===== config.mk =====
export PLATFORM = sky130hd
export DESIGN_NAME = sum16_frame_receiver_top_flat
export DESIGN_NICKNAME = d
export VERILOG_FILES = /design/src/sv/s16fr_pkg.sv /design/src/sv/s16fr_ifs.sv /design/src/sv/s16fr_parser.sv /design/src/sv/sum16_frame_receiver_top.sv /design/src/flat_wrapper.sv
export SDC_FILE = /design/constraint.sdc
export NUM_CORES = 1
export LEC_CHECK = 0
export BUFFER_PORTS_ARGS = -buffer_cell sky130_fd_sc_hd__buf_2
export CORE_ASPECT_RATIO = 0.8
export CORE_MARGIN = 2
export CORE_UTILIZATION = 55
export DETAILED_ROUTE_END_ITERATION = 8
export GPL_ROUTABILITY_DRIVEN = 0
export PLACE_DENSITY = 0.74
export RECOVER_POWER = 50
export SETUP_SLACK_MARGIN = 0.05
export SLEW_MARGIN = 20
export SYNTH_ARGS = -nofsm -noshare
export SYNTH_HDL_FRONTEND = slang
export SYNTH_SLANG_ARGS = --single-unit

===== constraint.sdc =====
create_clock -name clk -period 10.05 [get_ports clk]
set_clock_uncertainty 0.15 [all_clocks]
set_input_delay 1.005 -clock clk [delete_from_list [all_inputs] [get_ports clk]]
set_output_delay 1.005 -clock clk [all_outputs]
set_load 0.01 [all_outputs]

===== src/sv/s16fr_pkg.sv =====
package s16fr_pkg;

  // frame layout
  localparam logic [7:0]  HEAD_FIRST        = 8'hEF;
  localparam logic [7:0]  HEAD_SECOND       = 8'h01;
  localparam logic [16:0] HEADER_BYTES      = 17'd9;
  localparam logic [16:0] MIN_HANDLED_BYTES = 17'd12;

  // default receive buffer size in bytes
  localparam int MAX_FRAME_BYTES_DEF = 128;

  // one result beat
  typedef struct packed {
    logic       byte_kept;
    logic [6:0] byte_pos;
    logic       frame_done;
    logic       checksum_bad;
    logic [7:0] resp_code;
    logic [7:0] package_kind;
    logic [6:0] data_len;
  } res_t;

endpackage


===== src/sv/s16fr_ifs.sv =====
// received byte channel
interface s16fr_rx_if;
  logic       valid;
  logic       ready;
  logic [7:0] rx_byte;

  modport source (output valid, output rx_byte, input ready);
  modport sink (input valid, input rx_byte, output ready);
endinterface

// parser result channel
interface s16fr_res_if;
  logic       valid;
  logic       ready;
  logic       byte_kept;
  logic [6:0] byte_pos;
  logic       frame_done;
  logic       checksum_bad;
  logic [7:0] resp_code;
  logic [7:0] package_kind;
  logic [6:0] data_len;

  modport source (
    output valid, output byte_kept, output byte_pos, output frame_done,
    output checksum_bad, output resp_code, output package_kind, output data_len,
    input ready
  );
  modport sink (
    input valid, input byte_kept, input byte_pos, input frame_done,
    input checksum_bad, input resp_code, input package_kind, input data_len,
    output ready
  );
endinterface


===== src/sv/s16fr_parser.sv =====
module s16fr_parser #(
  parameter int MAX_FRAME_BYTES = s16fr_pkg::MAX_FRAME_BYTES_DEF
) (
  input  logic              clk,
  input  logic              rst_n,
  input  logic              step_en,
  input  logic [7:0]        rx_byte,
  output s16fr_pkg::res_t   res
);
  import s16fr_pkg::*;

  localparam int CNT_W = $clog2(MAX_FRAME_BYTES + 1);
  localparam logic [16:0] MAX17 = 17'(MAX_FRAME_BYTES);

  typedef enum logic [1:0] {
    PH_HUNT1,
    PH_HUNT2,
    PH_HEADER,
    PH_DATA
  } phase_t;

  phase_t           phase_r, phase_nxt;
  logic [CNT_W-1:0] count_r, count_nxt;
  logic [15:0]      len_r, len_nxt;
  logic [15:0]      sum_r, sum_nxt;
  logic [7:0]       prev0_r, prev0_nxt;
  logic [7:0]       prev1_r, prev1_nxt;
  logic [7:0]       kind_r, kind_nxt;
  logic [7:0]       ack_r, ack_nxt;

  logic [16:0]      pos_ext;
  logic [CNT_W-1:0] cnt_inc;
  logic [16:0]      cnt_inc_ext;
  logic [15:0]      sum_k;
  logic [15:0]      len_k;
  logic             full;
  logic             keep;
  logic             restart;
  logic             good;

  // values as they stand once this byte is stored
  assign pos_ext     = 17'(count_r);
  assign cnt_inc     = count_r + CNT_W'(1);
  assign cnt_inc_ext = 17'(cnt_inc);
  assign full        = pos_ext >= MAX17;
  assign sum_k       = (pos_ext >= 17'd8) ? sum_r + 16'(prev0_r) : sum_r;
  assign len_k       = (pos_ext == 17'd7) ? {rx_byte, len_r[7:0]} :
                       (pos_ext == 17'd8) ? {len_r[15:8], rx_byte} : len_r;
  assign good        = (prev1_r == sum_k[15:8]) && (rx_byte == sum_k[7:0]);

  // per-byte parser step
  always_comb begin
    phase_nxt = phase_r;
    count_nxt = count_r;
    len_nxt   = len_r;
    sum_nxt   = sum_r;
    prev0_nxt = prev0_r;
    prev1_nxt = prev1_r;
    kind_nxt  = kind_r;
    ack_nxt   = ack_r;
    res       = '0;
    keep      = 1'b0;
    restart   = 1'b0;

    unique case (phase_r)
      PH_HUNT1: begin
        if (rx_byte == HEAD_FIRST) begin
          keep      = 1'b1;
          phase_nxt = PH_HUNT2;
        end
      end
      PH_HUNT2: begin
        if (rx_byte == HEAD_SECOND) begin
          keep      = 1'b1;
          phase_nxt = PH_HEADER;
        end else begin
          restart = 1'b1;
        end
      end
      PH_HEADER: begin
        if (full) begin
          restart = 1'b1;
        end else begin
          keep = 1'b1;
          if (cnt_inc_ext >= HEADER_BYTES) begin
            if (17'(len_k) + HEADER_BYTES > MAX17) begin
              restart = 1'b1;
            end else begin
              phase_nxt = PH_DATA;
            end
          end
        end
      end
      PH_DATA: begin
        if (full) begin
          restart = 1'b1;
        end else begin
          keep = 1'b1;
          // frame ends here: check the sum against the last two bytes
          if (cnt_inc_ext >= 17'(len_r) + HEADER_BYTES) begin
            if (!good) begin
              res.checksum_bad = 1'b1;
            end else if (cnt_inc_ext >= MIN_HANDLED_BYTES) begin
              res.frame_done   = 1'b1;
              res.resp_code    = ack_r;
              res.package_kind = kind_r;
              res.data_len     = 7'(len_r - 16'd2);
            end
            restart = 1'b1;
          end
        end
      end
      default: restart = 1'b1;
    endcase

    // store the byte and advance the sum delay line
    if (keep) begin
      count_nxt     = cnt_inc;
      sum_nxt       = sum_k;
      len_nxt       = len_k;
      prev0_nxt     = prev1_r;
      prev1_nxt     = rx_byte;
      res.byte_kept = 1'b1;
      res.byte_pos  = pos_ext[6:0];
      if (pos_ext == 17'd6) begin
        kind_nxt = rx_byte;
      end
      if (pos_ext == 17'd9) begin
        ack_nxt = rx_byte;
      end
      if (cnt_inc_ext >= MAX17) begin
        restart = 1'b1;
      end
    end

    if (restart) begin
      phase_nxt = PH_HUNT1;
      count_nxt = '0;
      len_nxt   = '0;
      sum_nxt   = '0;
    end
  end

  // parser state
  always_ff @(posedge clk) begin
    if (!rst_n) begin
      phase_r <= PH_HUNT1;
      count_r <= '0;
      len_r   <= '0;
      sum_r   <= '0;
    end else if (step_en) begin
      phase_r <= phase_nxt;
      count_r <= count_nxt;
      len_r   <= len_nxt;
      sum_r   <= sum_nxt;
    end
    if (step_en) begin
      prev0_r <= prev0_nxt;
      prev1_r <= prev1_nxt;
      kind_r  <= kind_nxt;
      ack_r   <= ack_nxt;
    end
  end

endmodule


===== src/sv/sum16_frame_receiver_top.sv =====
// Byte-serial receiver for frames of the form EF 01, four address bytes,
// a package kind byte, a big-endian length and data closed by a 16-bit
// sum. Each accepted rx_byte beat yields exactly one result beat telling
// whether the byte was stored, its position in the frame, and at the last
// byte of a frame either frame_done (with response code, package kind and
// data length, for frames of at least 12 bytes) or checksum_bad. One byte
// is taken every clock cycle while the result side does not stall; a byte
// sits in the input register while the parser step runs, and the step
// then lands in the result register. Back-pressure
// on the result side stalls the input only once both registers are full.
// There is no clearing pass after reset.
module sum16_frame_receiver_top #(
  parameter int MAX_FRAME_BYTES = s16fr_pkg::MAX_FRAME_BYTES_DEF
) (
  input  logic         clk,
  input  logic         rst_n,
  s16fr_rx_if.sink     in_if,
  s16fr_res_if.source  out_if
);
  import s16fr_pkg::*;

  logic       in_vld_r;
  logic [7:0] in_byte_r;
  logic       out_vld_r;
  res_t       out_res_r;
  res_t       step_res;
  logic       advance;

  // a byte moves through the parser when the result register can take it
  assign advance     = in_vld_r && (!out_vld_r || out_if.ready);
  assign in_if.ready = !in_vld_r || advance;

  // input register
  always_ff @(posedge clk) begin
    if (!rst_n) begin
      in_vld_r <= 1'b0;
    end else if (in_if.ready) begin
      in_vld_r <= in_if.valid;
    end
    if (in_if.ready && in_if.valid) begin
      in_byte_r <= in_if.rx_byte;
    end
  end

  s16fr_parser #(
    .MAX_FRAME_BYTES (MAX_FRAME_BYTES)
  ) u_parser (
    .clk     (clk),
    .rst_n   (rst_n),
    .step_en (advance),
    .rx_byte (in_byte_r),
    .res     (step_res)
  );

  // result register
  always_ff @(posedge clk) begin
    if (!rst_n) begin
      out_vld_r <= 1'b0;
    end else if (advance) begin
      out_vld_r <= 1'b1;
    end else if (out_if.ready) begin
      out_vld_r <= 1'b0;
    end
    if (advance) begin
      out_res_r <= step_res;
    end
  end

  assign out_if.valid        = out_vld_r;
  assign out_if.byte_kept    = out_res_r.byte_kept;
  assign out_if.byte_pos     = out_res_r.byte_pos;
  assign out_if.frame_done   = out_res_r.frame_done;
  assign out_if.checksum_bad = out_res_r.checksum_bad;
  assign out_if.resp_code    = out_res_r.resp_code;
  assign out_if.package_kind = out_res_r.package_kind;
  assign out_if.data_len     = out_res_r.data_len;

  // a frame cannot end both good and bad
  a_done_xor_bad: assert property (@(posedge clk) disable iff (!rst_n)
    out_vld_r |-> !(out_res_r.frame_done && out_res_r.checksum_bad))
    else $error("frame_done and checksum_bad together");

  // a frame end is always on a stored byte
  a_end_kept: assert property (@(posedge clk) disable iff (!rst_n)
    out_vld_r && (out_res_r.frame_done || out_res_r.checksum_bad)
      |-> out_res_r.byte_kept)
    else $error("frame end on a byte that was not stored");

  // a dropped byte reports no position or frame fields
  a_unkept_clean: assert property (@(posedge clk) disable iff (!rst_n)
    out_vld_r && !out_res_r.byte_kept
      |-> (out_res_r.byte_pos == 7'd0) && (out_res_r.resp_code == 8'd0))
    else $error("unkept byte carries frame fields");

  // a byte waiting for the parser is held
  a_in_hold: assert property (@(posedge clk) disable iff (!rst_n)
    in_vld_r && !advance |=> in_vld_r && $stable(in_byte_r))
    else $error("input register lost a waiting byte");

endmodule

===== src/flat_wrapper.sv =====
// flat-port wrapper written by rule: the top's interface ports become plain ports
module sum16_frame_receiver_top_flat import s16fr_pkg::*;
#(
  parameter int MAX_FRAME_BYTES = s16fr_pkg::MAX_FRAME_BYTES_DEF
)
  (clk, rst_n, in_if_valid, in_if_rx_byte, in_if_ready, out_if_valid, out_if_byte_kept, out_if_byte_pos, out_if_frame_done, out_if_checksum_bad, out_if_resp_code, out_if_package_kind, out_if_data_len, out_if_ready);
  s16fr_rx_if in_if_i ();
  s16fr_res_if out_if_i ();
  input  logic clk;
  input  logic rst_n;
  input wire logic [$bits(in_if_i.valid)-1:0] in_if_valid;
  input wire logic [$bits(in_if_i.rx_byte)-1:0] in_if_rx_byte;
  output wire logic [$bits(in_if_i.ready)-1:0] in_if_ready;
  output wire logic [$bits(out_if_i.valid)-1:0] out_if_valid;
  output wire logic [$bits(out_if_i.byte_kept)-1:0] out_if_byte_kept;
  output wire logic [$bits(out_if_i.byte_pos)-1:0] out_if_byte_pos;
  output wire logic [$bits(out_if_i.frame_done)-1:0] out_if_frame_done;
  output wire logic [$bits(out_if_i.checksum_bad)-1:0] out_if_checksum_bad;
  output wire logic [$bits(out_if_i.resp_code)-1:0] out_if_resp_code;
  output wire logic [$bits(out_if_i.package_kind)-1:0] out_if_package_kind;
  output wire logic [$bits(out_if_i.data_len)-1:0] out_if_data_len;
  input wire logic [$bits(out_if_i.ready)-1:0] out_if_ready;
  assign in_if_i.valid = in_if_valid;
  assign in_if_i.rx_byte = in_if_rx_byte;
  assign in_if_ready = in_if_i.ready;
  assign out_if_valid = out_if_i.valid;
  assign out_if_byte_kept = out_if_i.byte_kept;
  assign out_if_byte_pos = out_if_i.byte_pos;
  assign out_if_frame_done = out_if_i.frame_done;
  assign out_if_checksum_bad = out_if_i.checksum_bad;
  assign out_if_resp_code = out_if_i.resp_code;
  assign out_if_package_kind = out_if_i.package_kind;
  assign out_if_data_len = out_if_i.data_len;
  assign out_if_i.ready = out_if_ready;
  sum16_frame_receiver_top #(.MAX_FRAME_BYTES(MAX_FRAME_BYTES)) u_core (.clk(clk), .rst_n(rst_n), .in_if(in_if_i), .out_if(out_if_i));
endmodule

==> run metrics <==
outcome finished, violations left; failing checks max-capacitance violations, max-slew violations; number of synthesized flops with an enable pin 73; I/O pins 47; DRT antenna net count 0; Resize count post-CTS 0; via/cell ratio 6.096; Setup-failing EPs final 0; reg-to-reg slack, setup between 5 and 6 ns; Max H-tree Level 4; Clock Pin Slew Worst Setup and Hold Paths approximately 0.060 ns; drt first pass iters 5; die area around 12000 sq um; GRT overflow 0; share of cells above drive strength 1 between 10% and 20%; core area roughly 11000 sq um; ys async rst share 0%; Clock Latency Late Sink about 0.41 ns; clock buffer count from CTS 17; number of global-route vias before repair between 4k and 5k; Worst Tran Pin Value 1.761 ns; area occupied by multi-input gates about 2800 sq um; Reg area 3073 sq um; Final Util between 60% and 70%; pin count of the biggest net entering global routing 35; Cell Rows 34; vias roughly 4.6k; Critical Path End Type flip-flop; Final Critical Period 5.101 ns; CTS root buffer clkbuf_16; placed cell count ~730; Critical Path RT 10.25 ns; worst-path maximum fanout 34; worst rel slew slack -17.40%; Non-Filler Instances around 760; Tot Pwr about 1.1 mW; Final nets 643; Main synth FF type edfxtp_1; Leakage Power 2.596 nW; drt total wl 14.51 mm; HPWL after DPL around 10 mm; first-pass GRT wire length between 20 and 25 mm; design area 6947 sq um; Area after DPL ~6400 sq um; Synth Warn # 0; Remaining DRCs 0; Die X approximately 120 um; HP Class reg2reg; hold_buf cts 0; Critical Path Slowest Stage Cell clkbuf_1; Antenna Diode Count 0; Peak VDD IR 0.1211 mV; wire per inst around 19 um; initial antenna violation count 0; Max Clk Rate 196.0 MHz; Syn-to-layout area delta 13.91%; final slew viol count 35; crit-path max cell delay around 1.3 ns; crit-path cells buf_2 -> nor2b_1 -> nand2b_1 -> inv_1 -> clkbuf_1 -> and2_1 -> nand4b_1 -> nor3_2 -> a21o_1 -> a22o_1; gr usage total approximately 25%; CTS tree built; Layout fillers about 840; Initial Util a little under three fifths; Cell Area, Synth roughly 6100 sq um; Die H ~100 um; Total Neg Setup Slack 0 ns; # port buffers 46; Arr. time, crit path approximately 5.3 ns; clk buf depth 2; mean area per synthesized cell 10.89 sq um; Hold Vio Cnt, Final 0; PD cells between 150 and 200 nW/um^2; RSZ-0062 raised after global routing no; post-synthesis register bit count approximately 120; final period utilization 50.75%; max_cap viols 1; Syn Inst Count 560; drt initial violations roughly 400; post-synthesis net count approximately 600; critical path startpoint category input pin; post-synthesis cell type count 73; clock sinks 117; setup bufs post-CTS 0; Seq/Total Area, Yosys 50.39%; critical path start-end classification in2reg
## critical path, delay by kind of cell
family          cells  cell delay [ns]
compound gates      2             0.58
simple gates        5             2.30
buf+inv             3             1.40
## state kept, by name, summed over array words and instances (netlist names), 2 cells and up
signal / cells
u_core.u_parser.prev0_r: 8
u_core.u_parser.sum_r: 16
u_core.out_if.byte_pos: 7
u_core.u_parser.len_r: 16
u_core.u_parser.ack_r: 8
u_core.in_byte_r: 8
u_core.out_if.data_len: 7
u_core.out_if.package_kind: 8
u_core.u_parser.phase_r: 2
u_core.out_if.resp_code: 8
u_core.u_parser.count_r: 8
u_core.u_parser.kind_r: 8
u_core.u_parser.prev1_r: 8
## kinds of logic after synthesis
| logic type | after synthesis | share of synthesized area [%] |
|---|---|---|
| XOR/XNOR | 43 | 6.176 |
| flip-flops | 117 | 50.39 |
| multiplexers | 9 | 1.498 |
| AND/OR/NAND/NOR | 187 | 17.52 |
| AO/OA/AOI/OAI | 124 | 14.67 |
| adder cells (fa/ha/maj) | 29 | 6.073 |
| buffers and inverters | 51 | 3.672 |
## cell type report
class | instances | area share [%]
timing repair buffer | 48 | 2.954
sequential | 117 | 44.24
clock buffer | 18 | 6.178
clock inverter | 14 | 2.305
inverter | 26 | 1.405
tap | 144 | 2.594
multi-input combinational | 392 | 40.33
## where the power goes
group          internal, mW  total [mW]  switching [mW]
clock                 0.387       0.597           0.210
combinational       0.00801      0.0238          0.0158
sequential            0.517       0.526         0.00896
## metal layers
layer,track usage (%),up-vias,wire length [um]
met1,36.85,2190,6633
met5,0,-,0
met2,37.42,230,6355
met3,6.425,25,1280
met4,8.930,0,239
li1,-,2182,-
## cell usage in the layout, fill, tap and decap left out, types with 3 or more instances in the layout
| master | n |
|---|---|
| edfxtp_1 | 73 |
| dfxtp_1 | 44 |
| nor2_1 | 32 |
| clkbuf_1 | 31 |
| and3_1 | 29 |
| nand2_1 | 29 |
| ha_1 | 28 |
| inv_1 | 26 |
| o21ai_0 | 26 |
| a22o_1 | 26 |
| xnor2_1 | 23 |
| xor2_1 | 20 |
| nand3_1 | 17 |
| clkbuf_16 | 17 |
| buf_2 | 17 |
| and2_1 | 16 |
| a21oi_1 | 12 |
| nand4_1 | 11 |
| nor3_1 | 11 |
| mux2i_1 | 8 |
| a211oi_1 | 7 |
| a21o_1 | 6 |
| nor2b_1 | 5 |
| a31oi_1 | 5 |
| clkinv_2 | 5 |
| nand2b_1 | 4 |
| o211ai_1 | 4 |
| or3_1 | 4 |
| o22ai_1 | 4 |
| o32ai_1 | 4 |
| nor4_1 | 3 |
| o21a_1 | 3 |
| nand3b_1 | 3 |
| o2111ai_1 | 3 |
| bufinv_16 | 3 |
## final timing paths
kind / from / cells after the start / endpoint
hold / removal: u_core.u_parser.prev1_r[7] / 0 / u_core.u_parser.prev0_r[7]
setup reg to reg: u_core.out_if.valid / 9 / u_core.u_parser.len_r[14]
setup / recovery: out_if_ready / 10 / u_core.u_parser.len_r[14]
hold reg to reg: u_core.u_parser.prev1_r[7] / 0 / u_core.u_parser.prev0_r[7]
## cells in the mapped netlist (5+ instances only)
| library cell | number | area [sq um] |
|---|---|---|
| a31oi_1 | 5 | 31.28 |
| o21ai_0 | 26 | 130.1 |
| ha_1 | 28 | 350.3 |
| and2_1 | 17 | 106.4 |
| and3_1 | 29 | 181.4 |
| a211oi_1 | 7 | 52.55 |
| nor2b_1 | 5 | 31.28 |
| nand4_1 | 11 | 68.82 |
| nor3_1 | 11 | 55.05 |
| a21oi_1 | 12 | 60.06 |
| clkbuf_1 | 16 | 60.06 |
| dfxtp_1 | 44 | 880.8 |
| nand3_1 | 17 | 85.08 |
| xor2_1 | 20 | 175.2 |
| a22o_1 | 26 | 227.7 |
| nand2_1 | 29 | 108.9 |
| nor2_1 | 32 | 120.1 |
| mux2i_1 | 8 | 80.08 |
| inv_1 | 26 | 97.59 |
| edfxtp_1 | 73 | 2192 |
| xnor2_1 | 23 | 201.4 |
| a21o_1 | 6 | 45.04 |
## stage by stage
| step | hold slack, ns | setup WS, ns |
|---|---|---|
| final | 0.3262 | 4.949 |
| after global routing | 0.3267 | 4.551 |
| after CTS | 0.3194 | 5.436 |
| after detailed placement | 0.3062 | 5.478 |
| after global placement | 0.3067 | 5.645 |
| after floorplan | 0.2973 | 5.966 |
(Power assumes the default switching activity.)
